$ cat src/hdl/pgcr_pkg.sv
`timescale 1ns / 1ps
// ----------------------------------------------------------------------------
// pgcr_pkg
// Shared types, constants and helpers of the proportional glyph column renderer.
// ----------------------------------------------------------------------------
package pgcr_pkg;

	localparam int GLYPH_COLUMNS = 8;
	localparam int COL_W = 8;
	localparam int OFS_W = 11;
	localparam int CNT_W = $clog2(GLYPH_COLUMNS + 1);
	localparam int LANE_IDX_W = $clog2(GLYPH_COLUMNS);

	localparam logic [7:0] SPACE_CODE = 8'd32;

	localparam logic signed [12:0] OFS_MIN = -13'sd1024;
	localparam logic signed [12:0] OFS_MAX = 13'sd1023;

	// configuration register indexes
	localparam logic [1:0] CFG_ORIGIN_X = 2'd0;
	localparam logic [1:0] CFG_ORIGIN_Y = 2'd1;
	localparam logic [1:0] CFG_GLYPH_GAP = 2'd2;
	localparam logic [1:0] CFG_SPACE_WIDTH = 2'd3;

	typedef logic [GLYPH_COLUMNS-1:0][COL_W-1:0] cols_t;

	typedef struct packed {
		logic [7:0] write_x;
		logic [7:0] pixel_bits;
		logic       clipped;
	} lane_res_t;

	// clamp a widened offset sum into the 11-bit signed range
	function automatic logic signed [OFS_W-1:0] sat_ofs(input logic signed [12:0] v);
		logic signed [12:0] r;
		r = v;
		if (v < OFS_MIN)
			r = OFS_MIN;
		else if (v > OFS_MAX)
			r = OFS_MAX;
		return r[OFS_W-1:0];
	endfunction

	// number of non-empty columns below column n
	function automatic logic [CNT_W-1:0] nz_below(input cols_t c, input int n);
		logic [CNT_W-1:0] cnt;
		cnt = '0;
		for (int i = 0; i < GLYPH_COLUMNS; i++) begin
			if (i < n && c[i] != '0)
				cnt = cnt + CNT_W'(1);
		end
		return cnt;
	endfunction

endpackage

$ cat src/hdl/pgcr_lane.sv
`timescale 1ns / 1ps
// ----------------------------------------------------------------------------
// pgcr_lane
// One column lane: frame position, write column and clip flag of one column.
// ----------------------------------------------------------------------------
module pgcr_lane import pgcr_pkg::*; #(
	parameter int FRAME_WIDTH = 256
) (
	input  logic signed [OFS_W-1:0] base,
	input  logic [CNT_W-1:0]        prefix,
	input  logic [7:0]              origin_x,
	input  logic [COL_W-1:0]        col,
	output lane_res_t               res
);

	localparam logic signed [12:0] FW = 13'(FRAME_WIDTH);

	logic signed [OFS_W-1:0] ofs;
	logic signed [12:0]      pos;

	always_comb begin
		// offset only ever steps up within a glyph, so only the top bound can bite
		ofs = sat_ofs(13'(base) + $signed({{(13-CNT_W){1'b0}}, prefix}));
		pos = $signed({5'b0, origin_x}) + 13'(ofs);
		res.write_x = pos[7:0];
		res.pixel_bits = col;
		res.clipped = (pos < 13'sd0) || (pos >= FW);
	end

endmodule

$ cat src/hdl/pgcr_serializer.sv
`timescale 1ns / 1ps
// ----------------------------------------------------------------------------
// pgcr_serializer
// Merges the lane results of one glyph and sends them out one column a beat.
// ----------------------------------------------------------------------------
module pgcr_serializer import pgcr_pkg::*; (
	input  logic                           clk,
	input  logic                           arst_n,
	input  logic                           load,
	input  lane_res_t [GLYPH_COLUMNS-1:0]  lanes,
	input  logic [5:0]                     top_row,
	output logic                           free,
	input  logic                           out_stall,
	output logic                           out_valid,
	output logic [7:0]                     write_x,
	output logic [5:0]                     write_top_row,
	output logic [7:0]                     pixel_bits,
	output logic                           clipped,
	output logic                           last_of_glyph
);

	localparam logic [LANE_IDX_W-1:0] LAST_IDX = LANE_IDX_W'(GLYPH_COLUMNS - 1);

	lane_res_t [GLYPH_COLUMNS-1:0] ent_q;
	logic [5:0]                    top_q;
	logic [LANE_IDX_W-1:0]         cnt_q;
	logic                          busy_q;
	logic                          beat;
	logic                          last;

	assign beat = busy_q && !out_stall;
	assign last = cnt_q == LAST_IDX;
	assign free = !busy_q || (beat && last);

	always_ff @(posedge clk or negedge arst_n) begin
		if (!arst_n) begin
			busy_q <= 1'b0;
			cnt_q <= '0;
		end else if (load) begin
			busy_q <= 1'b1;
			cnt_q <= '0;
		end else if (beat) begin
			if (last)
				busy_q <= 1'b0;
			cnt_q <= cnt_q + LANE_IDX_W'(1);
		end
	end

	always_ff @(posedge clk) begin
		if (load) begin
			ent_q <= lanes;
			top_q <= top_row;
		end
	end

	assign out_valid = busy_q;
	assign write_x = ent_q[cnt_q].write_x;
	assign pixel_bits = ent_q[cnt_q].pixel_bits;
	assign clipped = ent_q[cnt_q].clipped;
	assign write_top_row = top_q;
	assign last_of_glyph = last;

	a_stall_holds: assert property (@(posedge clk) disable iff (!arst_n)
		out_valid && out_stall |=> out_valid && $stable(cnt_q))
		else $error("column index moved while output stalled");

	a_drain: assert property (@(posedge clk) disable iff (!arst_n)
		beat && last && !load |=> !out_valid)
		else $error("serializer still busy after last column");

	a_load_free: assert property (@(posedge clk) disable iff (!arst_n)
		load |-> free)
		else $error("glyph loaded over columns still pending");

endmodule

$ cat src/hdl/proportional_glyph_column_renderer_top.sv
`timescale 1ns / 1ps
// ----------------------------------------------------------------------------
// proportional_glyph_column_renderer_top
// Renders one character per beat into framebuffer column writes.
//
//   channel | handshake               | payload
//   --------+-------------------------+-------------------------------------
//   in      | in_valid / in_stall     | text_start, char_code, glyph_col0..7
//   out     | out_valid / out_stall   | write_x, write_top_row, pixel_bits,
//           |                         | clipped, last_of_glyph
//   cfg     | cfg_valid / cfg_ready   | cfg_index, cfg_data
//
// A glyph gives eight output beats, one a cycle unless out_stall holds them.
// A space is accepted at the input and gives no beat.
// Eight lanes place all columns of a glyph at once, one stage after acceptance.
// Reset clears the running offset and loads the register defaults.
// out_stall holds the current column; one glyph waits in the lane stage meanwhile.
// ----------------------------------------------------------------------------
module proportional_glyph_column_renderer_top import pgcr_pkg::*; #(
	parameter int FRAME_WIDTH = 256
) (
	input  logic        clk,
	input  logic        arst_n,
	input  logic        cfg_valid,
	output logic        cfg_ready,
	input  logic [1:0]  cfg_index,
	input  logic [7:0]  cfg_data,
	input  logic        in_valid,
	output logic        in_stall,
	input  logic        text_start,
	input  logic [7:0]  char_code,
	input  logic [7:0]  glyph_col0,
	input  logic [7:0]  glyph_col1,
	input  logic [7:0]  glyph_col2,
	input  logic [7:0]  glyph_col3,
	input  logic [7:0]  glyph_col4,
	input  logic [7:0]  glyph_col5,
	input  logic [7:0]  glyph_col6,
	input  logic [7:0]  glyph_col7,
	output logic        out_valid,
	input  logic        out_stall,
	output logic [7:0]  write_x,
	output logic [5:0]  write_top_row,
	output logic [7:0]  pixel_bits,
	output logic        clipped,
	output logic        last_of_glyph
);

	logic [7:0]              origin_x_q;
	logic [5:0]              origin_y_q;
	logic signed [7:0]       glyph_gap_q;
	logic [7:0]              space_width_q;
	logic signed [OFS_W-1:0] ofs_q;

	logic                    valid_s1;
	logic signed [OFS_W-1:0] base_s1;
	cols_t                   cols_s1;

	cols_t                   cols_in;
	logic                    acc;
	logic                    is_space;
	logic                    ser_free;
	logic                    ser_load;
	logic signed [OFS_W-1:0] base_in;
	logic signed [OFS_W-1:0] ofs_glyph;
	logic signed [OFS_W-1:0] ofs_nxt;
	logic [CNT_W-1:0]        nz_all;

	lane_res_t [GLYPH_COLUMNS-1:0] lanes;

	assign cols_in = {glyph_col7, glyph_col6, glyph_col5, glyph_col4,
		glyph_col3, glyph_col2, glyph_col1, glyph_col0};

	assign cfg_ready = 1'b1;

	always_ff @(posedge clk or negedge arst_n) begin
		if (!arst_n) begin
			origin_x_q <= 8'd0;
			origin_y_q <= 6'd0;
			glyph_gap_q <= 8'sd1;
			space_width_q <= 8'd3;
		end else if (cfg_valid && cfg_ready) begin
			unique case (cfg_index)
				CFG_ORIGIN_X:    origin_x_q <= cfg_data;
				CFG_ORIGIN_Y:    origin_y_q <= cfg_data[5:0];
				CFG_GLYPH_GAP:   glyph_gap_q <= $signed(cfg_data);
				CFG_SPACE_WIDTH: space_width_q <= cfg_data;
				default: ;
			endcase
		end
	end

	assign in_stall = valid_s1 && !ser_free;
	assign acc = in_valid && !in_stall;
	assign is_space = char_code == SPACE_CODE;
	assign ser_load = valid_s1 && ser_free;

	// offset left behind by this beat, resolved at acceptance for the next one
	always_comb begin
		base_in = text_start ? '0 : ofs_q;
		nz_all = nz_below(cols_in, GLYPH_COLUMNS);
		ofs_glyph = sat_ofs(13'(base_in) + $signed({{(13-CNT_W){1'b0}}, nz_all}));
		if (is_space)
			ofs_nxt = sat_ofs(13'(base_in) + $signed({5'b0, space_width_q}) - 13'sd1);
		else
			ofs_nxt = sat_ofs(13'(ofs_glyph) + 13'(glyph_gap_q));
	end

	always_ff @(posedge clk or negedge arst_n) begin
		if (!arst_n) begin
			ofs_q <= '0;
			valid_s1 <= 1'b0;
		end else begin
			if (acc)
				ofs_q <= ofs_nxt;
			if (acc && !is_space)
				valid_s1 <= 1'b1;
			else if (ser_load)
				valid_s1 <= 1'b0;
		end
	end

	always_ff @(posedge clk) begin
		if (acc && !is_space) begin
			base_s1 <= base_in;
			cols_s1 <= cols_in;
		end
	end

	for (genvar j = 0; j < GLYPH_COLUMNS; j++) begin : g_lane
		pgcr_lane #(
			.FRAME_WIDTH(FRAME_WIDTH)
		) u_lane (
			.base     (base_s1),
			.prefix   (nz_below(cols_s1, j)),
			.origin_x (origin_x_q),
			.col      (cols_s1[j]),
			.res      (lanes[j])
		);
	end

	pgcr_serializer u_ser (
		.clk           (clk),
		.arst_n        (arst_n),
		.load          (ser_load),
		.lanes         (lanes),
		.top_row       (origin_y_q),
		.free          (ser_free),
		.out_stall     (out_stall),
		.out_valid     (out_valid),
		.write_x       (write_x),
		.write_top_row (write_top_row),
		.pixel_bits    (pixel_bits),
		.clipped       (clipped),
		.last_of_glyph (last_of_glyph)
	);

	a_stall_src: assert property (@(posedge clk) disable iff (!arst_n)
		in_stall |-> valid_s1)
		else $error("input stalled with empty lane stage");

	a_glyph_held: assert property (@(posedge clk) disable iff (!arst_n)
		acc && !is_space |=> valid_s1)
		else $error("accepted glyph did not reach lane stage");

	a_space_quiet: assert property (@(posedge clk) disable iff (!arst_n)
		acc && is_space && !valid_s1 |=> !valid_s1)
		else $error("space entered the lane stage");

endmodule

$ cat config.mk
export PLATFORM = sky130hd
export DESIGN_NAME = proportional_glyph_column_renderer_top
export DESIGN_NICKNAME = d
export VERILOG_FILES = /design/src/hdl/pgcr_pkg.sv /design/src/hdl/pgcr_lane.sv /design/src/hdl/pgcr_serializer.sv /design/src/hdl/proportional_glyph_column_renderer_top.sv
export SDC_FILE = /design/constraint.sdc
export NUM_CORES = 1
export LEC_CHECK = 0
export CAP_MARGIN = 20
export CORE_MARGIN = 2
export CORE_UTILIZATION = 35
export DETAILED_ROUTE_END_ITERATION = 7
export DONT_BUFFER_PORTS = 1
export SETUP_SLACK_MARGIN = 0.02
export SYNTH_ARGS = -nofsm -noshare
export SYNTH_HDL_FRONTEND = slang
export SYNTH_SLANG_ARGS = --single-unit
$ cat constraint.sdc
create_clock -name clk -period 6.6 [get_ports clk]
set_clock_uncertainty 0.2 [all_clocks]
set_input_delay 1.32 -clock clk [delete_from_list [all_inputs] [get_ports clk]]
set_output_delay 1.32 -clock clk [all_outputs]
set_load 0.005 [all_outputs]
==> flow_summary.toml, run 1 <==
[routing]
ant_nets = 0
met3WireLength_mm = 2.55
drt-met1-wl_mm = 20.5
drt_iter0_markers = 872
vias = 12100
wl_met2_mm = 22.0
viasPerCell = 5.28
wl_per_cell_microns = 20.0
wirelength_mm = 45.9
highest_layer = "met4"
drc = 0
drt_first_pass_iters = 5

[sta]
slew_violations = 0
setup_viol = 11
hold_ws_ns = 0.217
timing.final.ws_setup_ns = -0.992
max_slew_margin_pct = 30.4
period_minus_slack_ns = 7.59
worstMarginPinSlew_ns = 1.04
rsz0062_at_grt = "true"
hold_violations = 0
fin_crit_sh_pct = 115
fmax_mhz = 132

[synthesis]
netlist_area_sq_mm = 0.0168
synth_flop_cell = "edfxtp_1"
yosys-top-cells-area = "edfxtp_1 39%, ha_1 10%, dfrtp_1 6.4%"
synth-edff-count = 217
synth_seq_cells = 263
synth-async-reset-ratio_pct = 17.5
postSynthCellCount = 1497
syn_avg_cell_area_sq_um = 11.3
syn-num-nets = 1740
ys_warn_count = 0
ys_top_cells_by_count = "217 x edfxtp_1, 138 x ha_1, 116 x nand2_1"
yosysTopAreaCell = "edfxtp_1"
synth.most_common_cell = "edfxtp_1"
ys_types = 77
synth_top_area_share_pct = 38.7
yosysSeqAreaShare_pct = 45.5

[clock_tree]
ctsHoldBuffers = 0
cts_buffers = 29
worstSkewPairLatency_ns = 0.59
htreeDepth = 1
cts-root-buf = "clkbuf_16"
cts.clk_slew.worst_paths_ns = 0.06
clk_path_buf_depth = 3
cts_tree = "built"
cts.sinks = 263

[floorplanning]
initial_utilization_pct = 35.4
rows = 80
coreArea_sq_mm = 0.0476
fp.dieH_microns = 223
die_width_microns = 223
io_pins = 115
die_area_sq_mm = 0.0499

[power_and_ir_drop]
vdd_ir_drop_max_v = 0.000341
p_per_area_mw_per_mm2 = 401
power.leakage_uw = 0.00814

[cells_and_area]
final_nets = 1904
n_fill_cell = 4368
diodes = 0
syn_to_final_growth_pct = 21.9
drive_gt1_share_pct = 26.4
utilization_pct = 43.1

[setup_path]
setup.worst_path.start_class = "input port"
cp_slowest_cell = "fa_2"
startpoint = "glyph_col0[2]"
worstPathArrival_ns = 7.84
required_ns = 6.84
crit_type = "input port to register"
cp_max_fo = 6
end_kind = "register"
critical_path.max_stage_delay_ns = 0.36
reg2reg_from = "cols_s1[0]$_DFFE_PP_"

[outcome]
status = "finished with violations"
violations = "setup timing"

[job]
maxCapViolCount = 0

[global_route]
antenna_found_initial = 0
grt_pass1_wl_mm = 69.7
grtUsageTotal_pct = 18.0
overflow = 0
grt_max_degree = 82
grt_pass1_vias = 12100

[placement]
portBuffers = 0
place_congestion = 0.870
hpwl_mm = 33.8

[worst_hold_path]
hold_path_class = "input port to asynchronous set/reset pin"
## routing by layer
| layer | vias up | global-route usage (%) |
|---|---|---|
| met5 | - | 0 |
| met1 | 5973 | 24.5 |
| li1 | 5808 | - |
| met4 | 0 | 4.62 |
| met2 | 298 | 30.1 |
| met3 | 59 | 2.86 |
## worst paths after layout
kind	end	depth (start not counted)	slack, ns
max	ofs_q[2]$_DFFE_PN0P_	40	-0.99
min	valid_s1$_DFFE_PN0P_	0	0.22
max reg2reg	u_ser.ent_q[119]$_DFFE_PP_	32	0.05
min reg2reg	u_ser.ent_q[122]$_DFFE_PP_	0	0.22
max in group asynchronous	glyph_gap_q[0]$_DFFE_PN1P_	0	5.77
min in group clk	u_ser.ent_q[122]$_DFFE_PP_	0	0.22
## cell usage in the layout (no fill, tap or decap), types with 16 or more instances in the layout
cell type / instances
buf_4: 164
buf_6: 16
nand2_1: 108
nand3_1: 23
a21o_1: 34
nor3_1: 20
dfrtp_1: 42
xor2_1: 35
mux2_2: 47
a21oi_2: 19
nor4_1: 22
mux4_2: 34
xnor2_1: 95
inv_1: 106
ha_1: 128
nor2_1: 88
o21ai_0: 48
a21oi_1: 82
clkbuf_16: 29
edfxtp_1: 217
## where the power goes
group	internal (uW)	total (uW)	switching [uW]
registers	2270	2510	244
clock network	912	1620	708
logic	1880	4100	2210
## flip-flops by register name, indices dropped and copies added, names as in the netlist
name and count:
base_s1 11, glyph_gap_q 8, valid_s1 1, u_ser.write_top_row 6, space_width_q 8, u_ser.cnt_q 3, origin_y_q 6, origin_x_q 8
u_ser.out_valid 1, ofs_q 11, cols_s1 64, u_ser.ent_q 136
## per-stage QoR
step | TNS [ns] | power, uW | instance area, sq um | cells | setup slack (ns)
6_report | -10.50 | 8230 | 20500 | 2299 | -0.992
2_1_floorplan | -17.82 | 5040 | 17200 | 1497 | -1.71
3_5_place_dp | -20.66 | 6210 | 18700 | 2196 | -1.88
3_3_place_gp | -19.26 | 6140 | 18700 | 2196 | -1.75
4_1_cts | -9.10 | 8080 | 20100 | 2280 | -0.853
5_1_grt | -14.64 | 8740 | 20500 | 2299 | -1.33
## critical path, delay by kind of cell
| family | cells | cell delay (ns) |
|---|---|---|
| fa+ha+maj | 7 | 1.81 |
| compound gates | 12 | 1.55 |
| simple gates | 7 | 1.01 |
| xor+xnor | 5 | 0.83 |
| mux | 3 | 0.71 |
| buf+inv | 6 | 0.61 |
## cells by family after synthesis
group,after synthesis,share of synthesized area [%]
simple gates,367,10.6
mux,97,8.67
compound gates,308,11.5
xor+xnor,144,7.82
buf+inv,161,3.62
other cells,2,0.0446
fa+ha+maj,155,12.3
flops,263,45.5
## final cells by class
| class | instances | area [sq um] | area share (%) |
|---|---|---|---|
| Clock buffer | 37 | 766 | 3.73 |
| Clock inverter | 17 | 179 | 0.872 |
| Inverter | 112 | 420 | 2.05 |
| Multi-Input combinational cell | 1073 | 9290 | 45.2 |
| Sequential cell | 263 | 7670 | 37.4 |
| Tap cell | 615 | 769 | 3.75 |
| Timing Repair Buffer | 182 | 1440 | 7.00 |
## repair_timing
item	in CTS	in global routing
gates cloned	2	0
gates resized for setup	58	55
pin swaps	61	58
setup buffers	29	18
endpoints found under the setup margin	13	17
Power figures use the tool's default switching activity.
==> inputs of run 2 (changes only) <==
==> constraint.sdc (replaced) <==
create_clock -name clk -period 6.6 [get_ports clk]
set_clock_uncertainty 0.2 [all_clocks]
set_input_delay 0.66 -clock clk [delete_from_list [all_inputs] [get_ports clk]]
set_output_delay 0.66 -clock clk [all_outputs]
set_load 0.005 [all_outputs]
==> run 2 against run 1 <==
The run still ends with setup timing left. Clock power down 2%. Sequential share of layout area is 1.3 points lower. Sequential power hardly changed. Worst hold slack worse by 0.18 ns. Final area is 3.6% higher. Via count rose by 3.4%. First-iteration DRC count increased by 6.9%. Die area is the same. Non-clock buffer count is 60 higher.
==> flow_summary.toml, run 2 (same netlist as run 1, synthesis figures left out) <==
[clock_tree]
worstSkewPairLatency_ns = 0.59
cts.clk_slew.worst_paths_ns = 0.06
cts-root-buf = "clkbuf_16"
clk_path_buf_depth = 3
cts_buffers = 29
cts_tree = "built"
cts.sinks = 263
htreeDepth = 1

[sta]
slew_violations = 0
timing.final.ws_setup_ns = -0.353
period_minus_slack_ns = 6.95
fin_crit_sh_pct = 105
setup_viol = 11
max_slew_margin_pct = 27.5
hold_ws_ns = 0.0367
hold_violations = 0
rsz0062_at_grt = "true"
worstMarginPinSlew_ns = 1.09
fmax_mhz = 144
final.setup.tns_ns = -3.49

[setup_path]
setup.worst_path.start_class = "input port"
r2r_slack_ns = 0.10
worstPathArrival_ns = 7.19
cp_max_fo = 5
required_ns = 6.84
critical_path.max_stage_delay_ns = 0.36
end_kind = "register"
cp_slowest_cell = "fa_2"
crit_type = "input port to register"

[global_route]
antenna_found_initial = 1
grt_max_degree = 133
grt_pass1_wl_mm = 73.0
grt_pass1_vias = 12700
grtUsageTotal_pct = 18.9
overflow = 0

[cells_and_area]
diodes = 0
largest_register_ff_count = 136
drive_gt1_share_pct = 25.4
final_cell_mix = "217 x edfxtp_1, 153 x buf_4, 129 x ha_1"
syn_to_final_growth_pct = 26.2
largest-register = "u_ser.ent_q"
n_fill_cell = 4365
largestRegisters = "u_ser.ent_q x136, cols_s1 x64"
layout_commonest_cell = "edfxtp_1"
final_nets = 1964

[floorplanning]
coreArea_sq_mm = 0.0476
die_width_microns = 223
fp.dieH_microns = 223
die_area_sq_mm = 0.0499
rows = 80
initial_utilization_pct = 35.4
io_pins = 115

[routing]
wirelength_mm = 47.6
viasPerCell = 5.32
wl_per_cell_microns = 20.2
drt_first_pass_iters = 6
drt_iter0_markers = 932
vias = 12500
drc = 0
ant_nets = 0

[power_and_ir_drop]
p_per_area_mw_per_mm2 = 388
power.leakage_uw = 0.00841
vdd_ir_drop_max_v = 0.000302

[placement]
portBuffers = 0
pre_cts_slack_ns = -1.17
hpwl_mm = 33.8
place_congestion = 0.875

[outcome]
status = "finished with violations"
violations = "setup timing"

[worst_hold_path]
hold_path_class = "input port to register"

[job]
maxCapViolCount = 0
==> run 2: metal layers <==
layer  global-route usage [%]  wire length [microns]  vias to the layer above
met5                        0                      0                        -
met4                     5.38                   1410                        0
met3                     2.69                   2610                       86
li1                         -                      -                     5939
met2                     32.2                  22800                      362
met1                     25.2                  20800                     6158
==> run 2: cell type report <==
cell class              instances  area, sq um  area share (%)
clock inverters                23          193           0.906
well taps                     615          769            3.62
multi-input cells            1073         9400            44.2
repair buffers                242         2080            9.77
inverters                     112          420            1.98
flip-flops and latches        263         7670            36.1
clock buffers                  30          729            3.43
==> run 2: power breakdown <==
group | switching, uW | internal, uW
combinational | 2270 | 1880
clock | 698 | 886
sequential | 239 | 2270
==> run 2: worst paths after layout <==
path / startpoint / endpoint / cells past startpoint
max: glyph_col0[6] / ofs_q[3]$_DFFE_PN0P_ / 41
min: cfg_data[6] / origin_x_q[6]$_DFFE_PN0P_ / 1
max reg2reg: cols_s1[0]$_DFFE_PP_ / u_ser.ent_q[119]$_DFFE_PP_ / 32
min reg2reg: cols_s1[59]$_DFFE_PP_ / u_ser.ent_q[123]$_DFFE_PP_ / 0
max in group asynchronous: arst_n / space_width_q[1]$_DFFE_PN1P_ / 2
min in group asynchronous: arst_n / u_ser.out_valid$_DFFE_PN0P_ / 2
==> run 2: through the flow <==
stage,power [uW],instance area [sq um],utilization (%),instances
3_5_place_dp,6200,18700,39.2,2189
5_1_grt,8770,21300,44.6,2358
3_3_place_gp,6120,18700,39.2,2189
4_1_cts,8120,20900,44.0,2342
2_1_floorplan,5040,17200,-,1497
6_report,8250,21300,44.6,2358
==> run 2: critical path: cells and delay by family <==
kind / cells / cell delay, ns
buffers and inverters: 4 / 0.44
muxes: 2 / 0.55
and+or+nand+nor: 9 / 1.23
adders and majority gates: 7 / 1.74
AOI/OAI and AO/OA: 12 / 1.43
xor gates and xnor gates: 7 / 1.13
==> run 2: what timing repair did <==
item | 4_1_cts | 5_1_grt
pin swaps | 69 | 51
hold endpoints to repair | 135 | 0
setup buffers | 24 | 16
gates cloned | 2 | 0
hold buffers | 74 | 0
endpoints found under the setup margin | 14 | 17
resized for setup | 81 | 45
